$ cat config.mk
export PLATFORM = sky130hd
export DESIGN_NAME = servo_command_packet_framer_top_flat
export DESIGN_NICKNAME = d
export VERILOG_FILES = /design/src/hw/rtl/svcf_pkg.sv /design/src/hw/rtl/svcf_intf.sv /design/src/hw/rtl/svcf_seq.sv /design/src/hw/rtl/servo_command_packet_framer_top.sv /design/src/flat_wrapper.sv
export SDC_FILE = /design/constraint.sdc
export NUM_CORES = 1
export LEC_CHECK = 0
export BUFFER_PORTS_ARGS = -buffer_cell sky130_fd_sc_hd__buf_2
export CAP_MARGIN = 20
export CORE_UTILIZATION = 55
export CTS_CLUSTER_SIZE = 40
export DETAILED_ROUTE_END_ITERATION = 16
export PLACE_DENSITY = 0.79
export RECOVER_POWER = 25
export SLEW_MARGIN = 40
export SYNTH_ARGS = -nofsm -noshare
export SYNTH_HDL_FRONTEND = slang
export SYNTH_SLANG_ARGS = --single-unit
$ cat constraint.sdc
create_clock -name clk -period 4.5 [get_ports clk]
set_clock_uncertainty 0.1 [all_clocks]
set_input_delay 0.225 -clock clk [delete_from_list [all_inputs] [get_ports clk]]
set_output_delay 0.225 -clock clk [all_outputs]
set_load 0.01 [all_outputs]
$ cat src/hw/rtl/svcf_pkg.sv
// Package for the servo command packet framer.
// Holds command codes, packet constants, the control word layout and the microcode ROM.
// No dependencies; svcf_seq and the top level import it.
package svcf_pkg;

    // Command kinds as carried on the command channel.
    typedef enum logic [1:0]
    {
        FUNC_WRITE = 2'd0,
        FUNC_READ  = 2'd1,
        FUNC_PING  = 2'd2,
        FUNC_RESET = 2'd3
    } func_t;

    // Fixed packet bytes.
    localparam logic [7:0] HDR_BYTE   = 8'hFF;
    localparam logic [7:0] INS_PING   = 8'h01;
    localparam logic [7:0] INS_READ   = 8'h02;
    localparam logic [7:0] INS_WRITE  = 8'h03;
    localparam logic [7:0] INS_RESET  = 8'h06;
    localparam logic [7:0] LEN_SHORT  = 8'h02;
    localparam logic [7:0] LEN_MID    = 8'h04;
    localparam logic [7:0] LEN_LONG   = 8'h05;
    localparam logic [1:0] CNT_TWO    = 2'd2;

    // Step counter of the sequencer.
    localparam int STEP_W = 4;
    typedef logic [STEP_W-1:0] step_t;

    // Step numbers that the program jumps to.
    localparam step_t STEP_FIRST = 4'd0;
    localparam step_t STEP_CHK   = 4'd8;

    // Where the byte of a step comes from.
    typedef enum logic [2:0]
    {
        SRC_HDR,
        SRC_ID,
        SRC_LEN,
        SRC_INS,
        SRC_ADDR,
        SRC_P1,
        SRC_HI,
        SRC_CHK
    } src_t;

    // Jump condition evaluated at the end of a step.
    typedef enum logic [1:0]
    {
        JMP_NONE,
        JMP_NO_PARAM,
        JMP_NO_HI,
        JMP_END
    } jmp_t;

    // One control word of the program.
    typedef struct packed
    {
        src_t  src;
        logic  add_sum;
        logic  chk;
        jmp_t  jmp;
        step_t target;
    } ctrl_word_t;

    // Conditions that the datapath hands to the sequencer.
    typedef struct packed
    {
        logic no_param;
        logic no_hi;
        logic more;
    } cond_t;

    // The framing program: two headers, id, length, instruction, up to three
    // parameters and the checksum, which loops back for a second copy.
    function automatic ctrl_word_t ucode_rom(input step_t pc);
        ctrl_word_t w;
        begin
            w = '{src: SRC_HDR, add_sum: 1'b0, chk: 1'b0, jmp: JMP_NONE, target: STEP_FIRST};
            case (pc)
                4'd0: w = '{SRC_HDR,  1'b0, 1'b0, JMP_NONE,     STEP_FIRST};
                4'd1: w = '{SRC_HDR,  1'b0, 1'b0, JMP_NONE,     STEP_FIRST};
                4'd2: w = '{SRC_ID,   1'b1, 1'b0, JMP_NONE,     STEP_FIRST};
                4'd3: w = '{SRC_LEN,  1'b1, 1'b0, JMP_NONE,     STEP_FIRST};
                4'd4: w = '{SRC_INS,  1'b1, 1'b0, JMP_NO_PARAM, STEP_CHK};
                4'd5: w = '{SRC_ADDR, 1'b1, 1'b0, JMP_NONE,     STEP_FIRST};
                4'd6: w = '{SRC_P1,   1'b1, 1'b0, JMP_NO_HI,    STEP_CHK};
                4'd7: w = '{SRC_HI,   1'b1, 1'b0, JMP_NONE,     STEP_FIRST};
                4'd8: w = '{SRC_CHK,  1'b0, 1'b1, JMP_END,      STEP_FIRST};
                default: w = '{SRC_CHK, 1'b0, 1'b1, JMP_END,    STEP_FIRST};
            endcase
            return w;
        end
    endfunction

endpackage

$ cat src/hw/rtl/svcf_intf.sv
// Handshake interfaces of the servo command packet framer: command channel and byte channel.
// Depends on nothing; each carries valid, ready and its payload.
interface svcf_cmd_if;
    logic        valid;
    logic        ready;
    logic [1:0]  func;
    logic [7:0]  servo_id;
    logic [7:0]  reg_addr;
    logic [15:0] value;
    logic [1:0]  byte_count;

    modport source (output valid, func, servo_id, reg_addr, value, byte_count, input ready);
    modport sink   (input valid, func, servo_id, reg_addr, value, byte_count, output ready);
endinterface

interface svcf_byte_if;
    logic       valid;
    logic       ready;
    logic [7:0] tx_byte;
    logic       frame_end;
    logic       last;

    modport source (output valid, tx_byte, frame_end, last, input ready);
    modport sink   (input valid, tx_byte, frame_end, last, output ready);
endinterface

$ cat src/hw/rtl/svcf_seq.sv
// Microcode sequencer of the servo command packet framer: step counter, ROM and jump logic.
// Depends on svcf_pkg for the control word, the conditions and the program.
module svcf_seq
    import svcf_pkg::*;
(
    input  logic       clk,
    input  logic       rst_n,
    input  logic       start,
    input  logic       advance,
    input  cond_t      cond,
    output ctrl_word_t ctrl,
    output logic       busy
);

    step_t pc_reg;
    step_t pc_next;
    logic  busy_reg;
    logic  busy_next;

    // Current control word straight from the ROM.
    assign ctrl = ucode_rom(pc_reg);
    assign busy = busy_reg;

    // Next step: fall through, or jump where the condition holds.
    always_comb
    begin
        pc_next   = pc_reg;
        busy_next = busy_reg;
        if (start)
        begin
            pc_next   = STEP_FIRST;
            busy_next = 1'b1;
        end
        else if (advance)
        begin
            case (ctrl.jmp)
                JMP_NONE:     pc_next = pc_reg + step_t'(1);
                JMP_NO_PARAM: pc_next = cond.no_param ? ctrl.target : pc_reg + step_t'(1);
                JMP_NO_HI:    pc_next = cond.no_hi ? ctrl.target : pc_reg + step_t'(1);
                JMP_END:
                begin
                    if (cond.more)
                    begin
                        pc_next = ctrl.target;
                    end
                    else
                    begin
                        busy_next = 1'b0;
                    end
                end
                default:      pc_next = pc_reg + step_t'(1);
            endcase
        end
    end

    // Step counter and run flag.
    always_ff @(posedge clk or negedge rst_n)
    begin
        if (!rst_n)
        begin
            pc_reg   <= STEP_FIRST;
            busy_reg <= 1'b0;
        end
        else
        begin
            pc_reg   <= pc_next;
            busy_reg <= busy_next;
        end
    end

endmodule

$ cat src/hw/rtl/servo_command_packet_framer_top.sv
// Top level of the servo command packet framer.
// Depends on svcf_pkg, the interfaces in svcf_intf.sv and the sequencer svcf_seq.

// Takes one servo command item and sends its serial packet as a stream of byte items:
// FF FF id length instruction parameters checksum, the checksum being the inverted 8-bit
// sum from id onward. Write and reset packets go out once or twice as the repeat register
// says (a value of 0 or 1 gives one copy, 2 or 3 gives two); read and ping go out once.
// A microcode sequencer steps through a nine-word program, one step and one byte a cycle,
// and a command has 6 to 18 bytes; the output register only holds the sequencer back
// while the sink stalls. Commands are taken one at a time. The repeat register is
// sampled when a command is accepted.
module servo_command_packet_framer_top
    import svcf_pkg::*;
(
    input  logic       clk,
    input  logic       rst_n,
    svcf_cmd_if.sink   cmd,
    svcf_byte_if.source tx,
    input  logic       cfg_we,
    input  logic [1:0] cfg_data
);

    logic [1:0]  repeats_reg;
    logic [1:0]  func_reg;
    logic [7:0]  id_reg;
    logic [7:0]  addr_reg;
    logic [15:0] value_reg;
    logic [1:0]  cnt_reg;
    logic        more_reg;
    logic        more_next;
    logic [7:0]  sum_reg;
    logic [7:0]  sum_next;
    logic        out_valid_reg;
    logic        out_valid_next;
    logic [7:0]  out_byte_reg;
    logic        out_end_reg;
    logic        out_last_reg;

    logic        busy;
    logic        start;
    logic        advance;
    ctrl_word_t  ctrl;
    cond_t       cond;
    logic [7:0]  step_byte;
    logic [7:0]  len_byte;
    logic [7:0]  ins_byte;
    logic        is_write;

    // Handshake: take a command when idle, step whenever the output slot frees.
    assign start   = cmd.valid && !busy;
    assign cmd.ready = !busy;
    assign advance = busy && (!out_valid_reg || tx.ready);

    assign tx.valid     = out_valid_reg;
    assign tx.tx_byte   = out_byte_reg;
    assign tx.frame_end = out_end_reg;
    assign tx.last      = out_last_reg;

    // Repeat register.
    always_ff @(posedge clk or negedge rst_n)
    begin
        if (!rst_n)
        begin
            repeats_reg <= 2'd2;
        end
        else if (cfg_we)
        begin
            repeats_reg <= cfg_data;
        end
    end

    // Conditions for the sequencer's jumps.
    assign is_write      = (func_reg == FUNC_WRITE);
    assign cond.no_param = (func_reg == FUNC_PING) || (func_reg == FUNC_RESET);
    assign cond.no_hi    = !(is_write && (cnt_reg == CNT_TWO));
    assign cond.more     = more_reg;

    svcf_seq u_seq
    (
        .clk     (clk),
        .rst_n   (rst_n),
        .start   (start),
        .advance (advance),
        .cond    (cond),
        .ctrl    (ctrl),
        .busy    (busy)
    );

    // Length and instruction bytes of the command held.
    always_comb
    begin
        case (func_reg)
            FUNC_WRITE:
            begin
                len_byte = (cnt_reg == CNT_TWO) ? LEN_LONG : LEN_MID;
                ins_byte = INS_WRITE;
            end
            FUNC_READ:
            begin
                len_byte = LEN_MID;
                ins_byte = INS_READ;
            end
            FUNC_PING:
            begin
                len_byte = LEN_SHORT;
                ins_byte = INS_PING;
            end
            default:
            begin
                len_byte = LEN_SHORT;
                ins_byte = INS_RESET;
            end
        endcase
    end

    // Byte selected by the current control word.
    always_comb
    begin
        case (ctrl.src)
            SRC_HDR:  step_byte = HDR_BYTE;
            SRC_ID:   step_byte = id_reg;
            SRC_LEN:  step_byte = len_byte;
            SRC_INS:  step_byte = ins_byte;
            SRC_ADDR: step_byte = addr_reg;
            SRC_P1:   step_byte = is_write ? value_reg[7:0] : {6'd0, cnt_reg};
            SRC_HI:   step_byte = value_reg[15:8];
            SRC_CHK:  step_byte = ~sum_reg;
            default:  step_byte = HDR_BYTE;
        endcase
    end

    // Checksum and copy bookkeeping.
    always_comb
    begin
        sum_next  = sum_reg;
        more_next = more_reg;
        if (start)
        begin
            sum_next  = 8'd0;
            more_next = ((cmd.func == FUNC_WRITE) || (cmd.func == FUNC_RESET)) && repeats_reg[1];
        end
        else if (advance)
        begin
            if (ctrl.chk)
            begin
                sum_next  = 8'd0;
                more_next = 1'b0;
            end
            else if (ctrl.add_sum)
            begin
                sum_next = sum_reg + step_byte;
            end
        end
    end

    // Output slot state.
    always_comb
    begin
        out_valid_next = out_valid_reg;
        if (advance)
        begin
            out_valid_next = 1'b1;
        end
        else if (tx.ready)
        begin
            out_valid_next = 1'b0;
        end
    end

    // Control registers.
    always_ff @(posedge clk or negedge rst_n)
    begin
        if (!rst_n)
        begin
            more_reg      <= 1'b0;
            out_valid_reg <= 1'b0;
        end
        else
        begin
            more_reg      <= more_next;
            out_valid_reg <= out_valid_next;
        end
    end

    // Command fields and running checksum.
    always_ff @(posedge clk)
    begin
        sum_reg <= sum_next;
        if (start)
        begin
            func_reg  <= cmd.func;
            id_reg    <= cmd.servo_id;
            addr_reg  <= cmd.reg_addr;
            value_reg <= cmd.value;
            cnt_reg   <= cmd.byte_count;
        end
    end

    // Output payload register.
    always_ff @(posedge clk)
    begin
        if (advance)
        begin
            out_byte_reg <= step_byte;
            out_end_reg  <= ctrl.chk;
            out_last_reg <= ctrl.chk && !more_reg;
        end
    end

endmodule
$ cat src/flat_wrapper.sv
// flat-port wrapper written by rule: the top's interface ports become plain ports
module servo_command_packet_framer_top_flat import svcf_pkg::*;
  (clk, rst_n, cfg_we, cfg_data, cmd_valid, cmd_func, cmd_servo_id, cmd_reg_addr, cmd_value, cmd_byte_count, cmd_ready, tx_valid, tx_tx_byte, tx_frame_end, tx_last, tx_ready);
  svcf_cmd_if cmd_i ();
  svcf_byte_if tx_i ();
  input  logic clk;
  input  logic rst_n;
  input  logic cfg_we;
  input  logic [1:0] cfg_data;
  input wire logic [$bits(cmd_i.valid)-1:0] cmd_valid;
  input wire logic [$bits(cmd_i.func)-1:0] cmd_func;
  input wire logic [$bits(cmd_i.servo_id)-1:0] cmd_servo_id;
  input wire logic [$bits(cmd_i.reg_addr)-1:0] cmd_reg_addr;
  input wire logic [$bits(cmd_i.value)-1:0] cmd_value;
  input wire logic [$bits(cmd_i.byte_count)-1:0] cmd_byte_count;
  output wire logic [$bits(cmd_i.ready)-1:0] cmd_ready;
  output wire logic [$bits(tx_i.valid)-1:0] tx_valid;
  output wire logic [$bits(tx_i.tx_byte)-1:0] tx_tx_byte;
  output wire logic [$bits(tx_i.frame_end)-1:0] tx_frame_end;
  output wire logic [$bits(tx_i.last)-1:0] tx_last;
  input wire logic [$bits(tx_i.ready)-1:0] tx_ready;
  assign cmd_i.valid = cmd_valid;
  assign cmd_i.func = cmd_func;
  assign cmd_i.servo_id = cmd_servo_id;
  assign cmd_i.reg_addr = cmd_reg_addr;
  assign cmd_i.value = cmd_value;
  assign cmd_i.byte_count = cmd_byte_count;
  assign cmd_ready = cmd_i.ready;
  assign tx_valid = tx_i.valid;
  assign tx_tx_byte = tx_i.tx_byte;
  assign tx_frame_end = tx_i.frame_end;
  assign tx_last = tx_i.last;
  assign tx_i.ready = tx_ready;
  servo_command_packet_framer_top u_core (.clk(clk), .rst_n(rst_n), .cmd(cmd_i), .tx(tx_i), .cfg_we(cfg_we), .cfg_data(cfg_data));
endmodule
==> flow_metrics.tcl <==
set metrics [dict create \
    status "complete, no violations" \
    final_common_cell "buf_2" \
    vias 2314 \
    die_w_um 75.3 \
    cp-start-kind "flip-flop" \
    cts_setup_buffers 0 \
    multiInputGateArea_um2 1140 \
    dpl_worst_slack_ps 500 \
    ant_nets 0 \
    syn_area_per_cell_um2 12.2 \
    fillers 346 \
    antenna_found_initial 0 \
    regArea_um2 1740 \
    finalCritPeriodShare 0.899 \
    crit_slowest_cell "dfrtp_1" \
    required_ps 4630 \
    vias_per_cell 5.54 \
    yosysSeqAreaShare 0.590 \
    drt_first_iter_violations 197 \
    numCtsBuffers 9 \
    grt_max_degree 26 \
    clockRootBuffer "clkbuf_8" \
    leakagePower_nw 1.54 \
    worstPathArrival_ps 4180 \
    setup_tns_ps 0 \
    critPathMostFrequentCell "o21ai_0" \
    ir_drop_v 0.000337 \
    synth_area_um2 2950 \
    reg2reg_slack_ps 450 \
    drc_errors 0 \
    overflow 0 \
    min_period_ps 4050 \
    drive_above_1_share 0.227 \
    htree_levels 3 \
    clk_latency_ps 340 \
    synth_ff_type "edfxtp_1" \
    cts_tree "yes" \
    synth_nets 297 \
    synth_mux_area_frac 0.0144 \
    core_area_um2 5140 \
    synth_cells 242 \
    die_h_um 75.3 \
    gp_congestion 0.894 \
    crit_fanout 9 \
    num_rows 26 \
    cp-end-kind "flip-flop" \
    hold_violations 0 \
    crit_chain "inv_1 > ha_1 > nand4bb_1 > or3_1 > o21ai_0 > o21ai_0 > o2111ai_1 > ha_1 > inv_1 > fa_1 > nor2b_1 > o21ai_0 > nand2b_1 > a31oi_1 > xnor2_1 > a32o_1" \
    place_area_um2 3320 \
    max_slew_margin 0.542 \
    p_per_area_nw_per_um2 709 \
    pin_count 55 \
    maxCapViolations 0 \
    worstHoldStart "cfg_data[1]" \
    fin_util 0.754 \
    p_total_mw 2.75 \
    synth-simple-area-share 0.136 \
    n_antenna_cell 0 \
    hold_path_depth 2 \
    layout_setup_ws_ps 454 \
    whs_endpoint "u_core.repeats_reg[1]" \
    synth-adder-area-share 0.0534 \
    ys_warn_count 0 \
    fmax_ghz 0.247 \
    synth_edf_count 46 \
    largest_reg_flops 16 \
    ys_ff_latch 62 \
    min_path_type "in -> reg" \
    wl_um 6750 \
    setup_viol 0 \
    reg2reg_to "u_core.sum_reg[6]" \
    synthToLayoutAreaGrowth_pct 31.1 \
    worst_slew_pin_slew_ps 686 \
    synthArstFlopShare 0.129 \
    synth_cell_types 59 \
    grt_usage 0.267 \
    synth_top_family_by_area "compound AO/OA/AOI/OAI gates" \
    grt_pass1_vias 2282 \
    path_clk_slew_ps 70 \
    drv_slew 0 \
    grt_pass1_wl_um 10800 \
    rr_startpoint "u_core.u_seq.pc_reg[0]" \
    avgRoutedWirePerCell_um 16.2 \
    start_util 0.575 \
    rsz0062_at_grt "no" \
    place_hpwl_um 4130 \
    drt-pass1-iter-count 7 \
    synth_xor_area_frac 0.0119 \
    mostFrequentLayoutCells "buf_2 (51), edfxtp_1 (46), dlygate4sd3_1 (37)" \
    cts.sinks 62 \
    max_stage_delay_ps 510 \
    port_buffers 53 \
    worst-setup-path-type "reg -> reg" \
    r2r_cells 16 \
    clockBufferDepth 2 \
    fin_area_um2 3870 \
    design.die.area_um2 5670 \
    synth-compound-area-share 0.169 \
    num-nets-final 398 \
]
==> worst max-delay path by stage <==
stage,slack (ps),endpoint,from
after detailed placement,500,u_core.sum_reg[6],u_core.u_seq.pc_reg[0]
after CTS,490,u_core.sum_reg[6],u_core.u_seq.pc_reg[0]
after floorplan,1050,u_core.sum_reg[6],u_core.u_seq.pc_reg[0]
after global placement,630,u_core.sum_reg[6],u_core.u_seq.pc_reg[0]
final,450,u_core.sum_reg[6],u_core.u_seq.pc_reg[0]
after global routing,190,u_core.sum_reg[6],u_core.u_seq.pc_reg[0]
==> critical path, delay by kind of cell (launching register included) <==
| family | cells | cell delay, ps |
|---|---|---|
| XOR/XNOR | 1 | 140 |
| AO/OA/AOI/OAI | 6 | 890 |
| flip-flops | 1 | 510 |
| buffers and inverters | 2 | 230 |
| AND/OR/NAND/NOR | 4 | 960 |
| adder cells (fa/ha/maj) | 3 | 1090 |
==> kinds of logic after synthesis <==
group / Yosys count
flops: 62
buf+inv: 18
mux: 4
compound gates: 67
simple gates: 75
fa+ha+maj: 12
xor+xnor: 4
==> stage by stage <==
stage / std cells / hold slack [ps]
after floorplan: 242 / -171
after global placement: 365 / -27.3
after detailed placement: 365 / -24.2
after CTS: 418 / 17.0
after global routing: 418 / 30.5
final: 418 / 26.4
==> cell usage after synthesis, types with 2 or more instances <==
master | n | area, µm²
o211ai_1 | 6 | 45.0
nor2_1 | 21 | 78.8
a31oi_1 | 2 | 12.5
inv_1 | 12 | 45.0
a21oi_4 | 2 | 32.5
nor4_1 | 3 | 18.8
ha_1 | 11 | 138
or4_1 | 2 | 15.0
nand2_1 | 17 | 63.8
a21o_1 | 3 | 22.5
dfxtp_1 | 8 | 160
clkbuf_1 | 3 | 11.3
nor2b_1 | 4 | 25.0
o21ai_1 | 8 | 40.0
nand3_1 | 3 | 15.0
a211oi_1 | 2 | 15.0
a32o_1 | 4 | 40.0
a22oi_1 | 2 | 15.0
or3_1 | 3 | 18.8
o21ai_0 | 6 | 30.0
a21oi_1 | 12 | 60.1
nor3_1 | 4 | 20.0
xnor2_1 | 3 | 26.3
dfrtp_1 | 7 | 175
nand2b_1 | 5 | 31.3
mux2i_1 | 2 | 20.0
and3_1 | 2 | 12.5
a221oi_1 | 2 | 17.5
mux2_2 | 2 | 22.5
nor4bb_1 | 2 | 20.0
edfxtp_1 | 46 | 1380
a221o_1 | 6 | 60.1
==> report_power, final <==
group          internal (mW)  switching [mW]
clock network          0.251           0.201
logic                  0.616           0.757
registers              0.812           0.108
==> area by class of cell <==
type | count | share of cell area
Multi-Input combinational cell | 162 | 0.295
Tap cell | 70 | 0.0226
Clock inverter | 5 | 0.0129
Sequential cell | 62 | 0.450
Timing Repair Buffer | 95 | 0.173
Clock buffer | 11 | 0.0339
Inverter | 13 | 0.0126
==> routing by layer <==
metal,track usage,share of wire,up-vias
li1,-,-,1130
met1,0.333,0.41,1066
met2,0.445,0.50,105
met3,0.0669,0.065,13
met4,0.111,0.019,0
met5,0,0,-
==> timing repair <==
item	CTS	global route
resized for setup	0	0
hold endpoints to repair	44	0
hold buffers	37	0
Power figures use the tool's default switching activity.
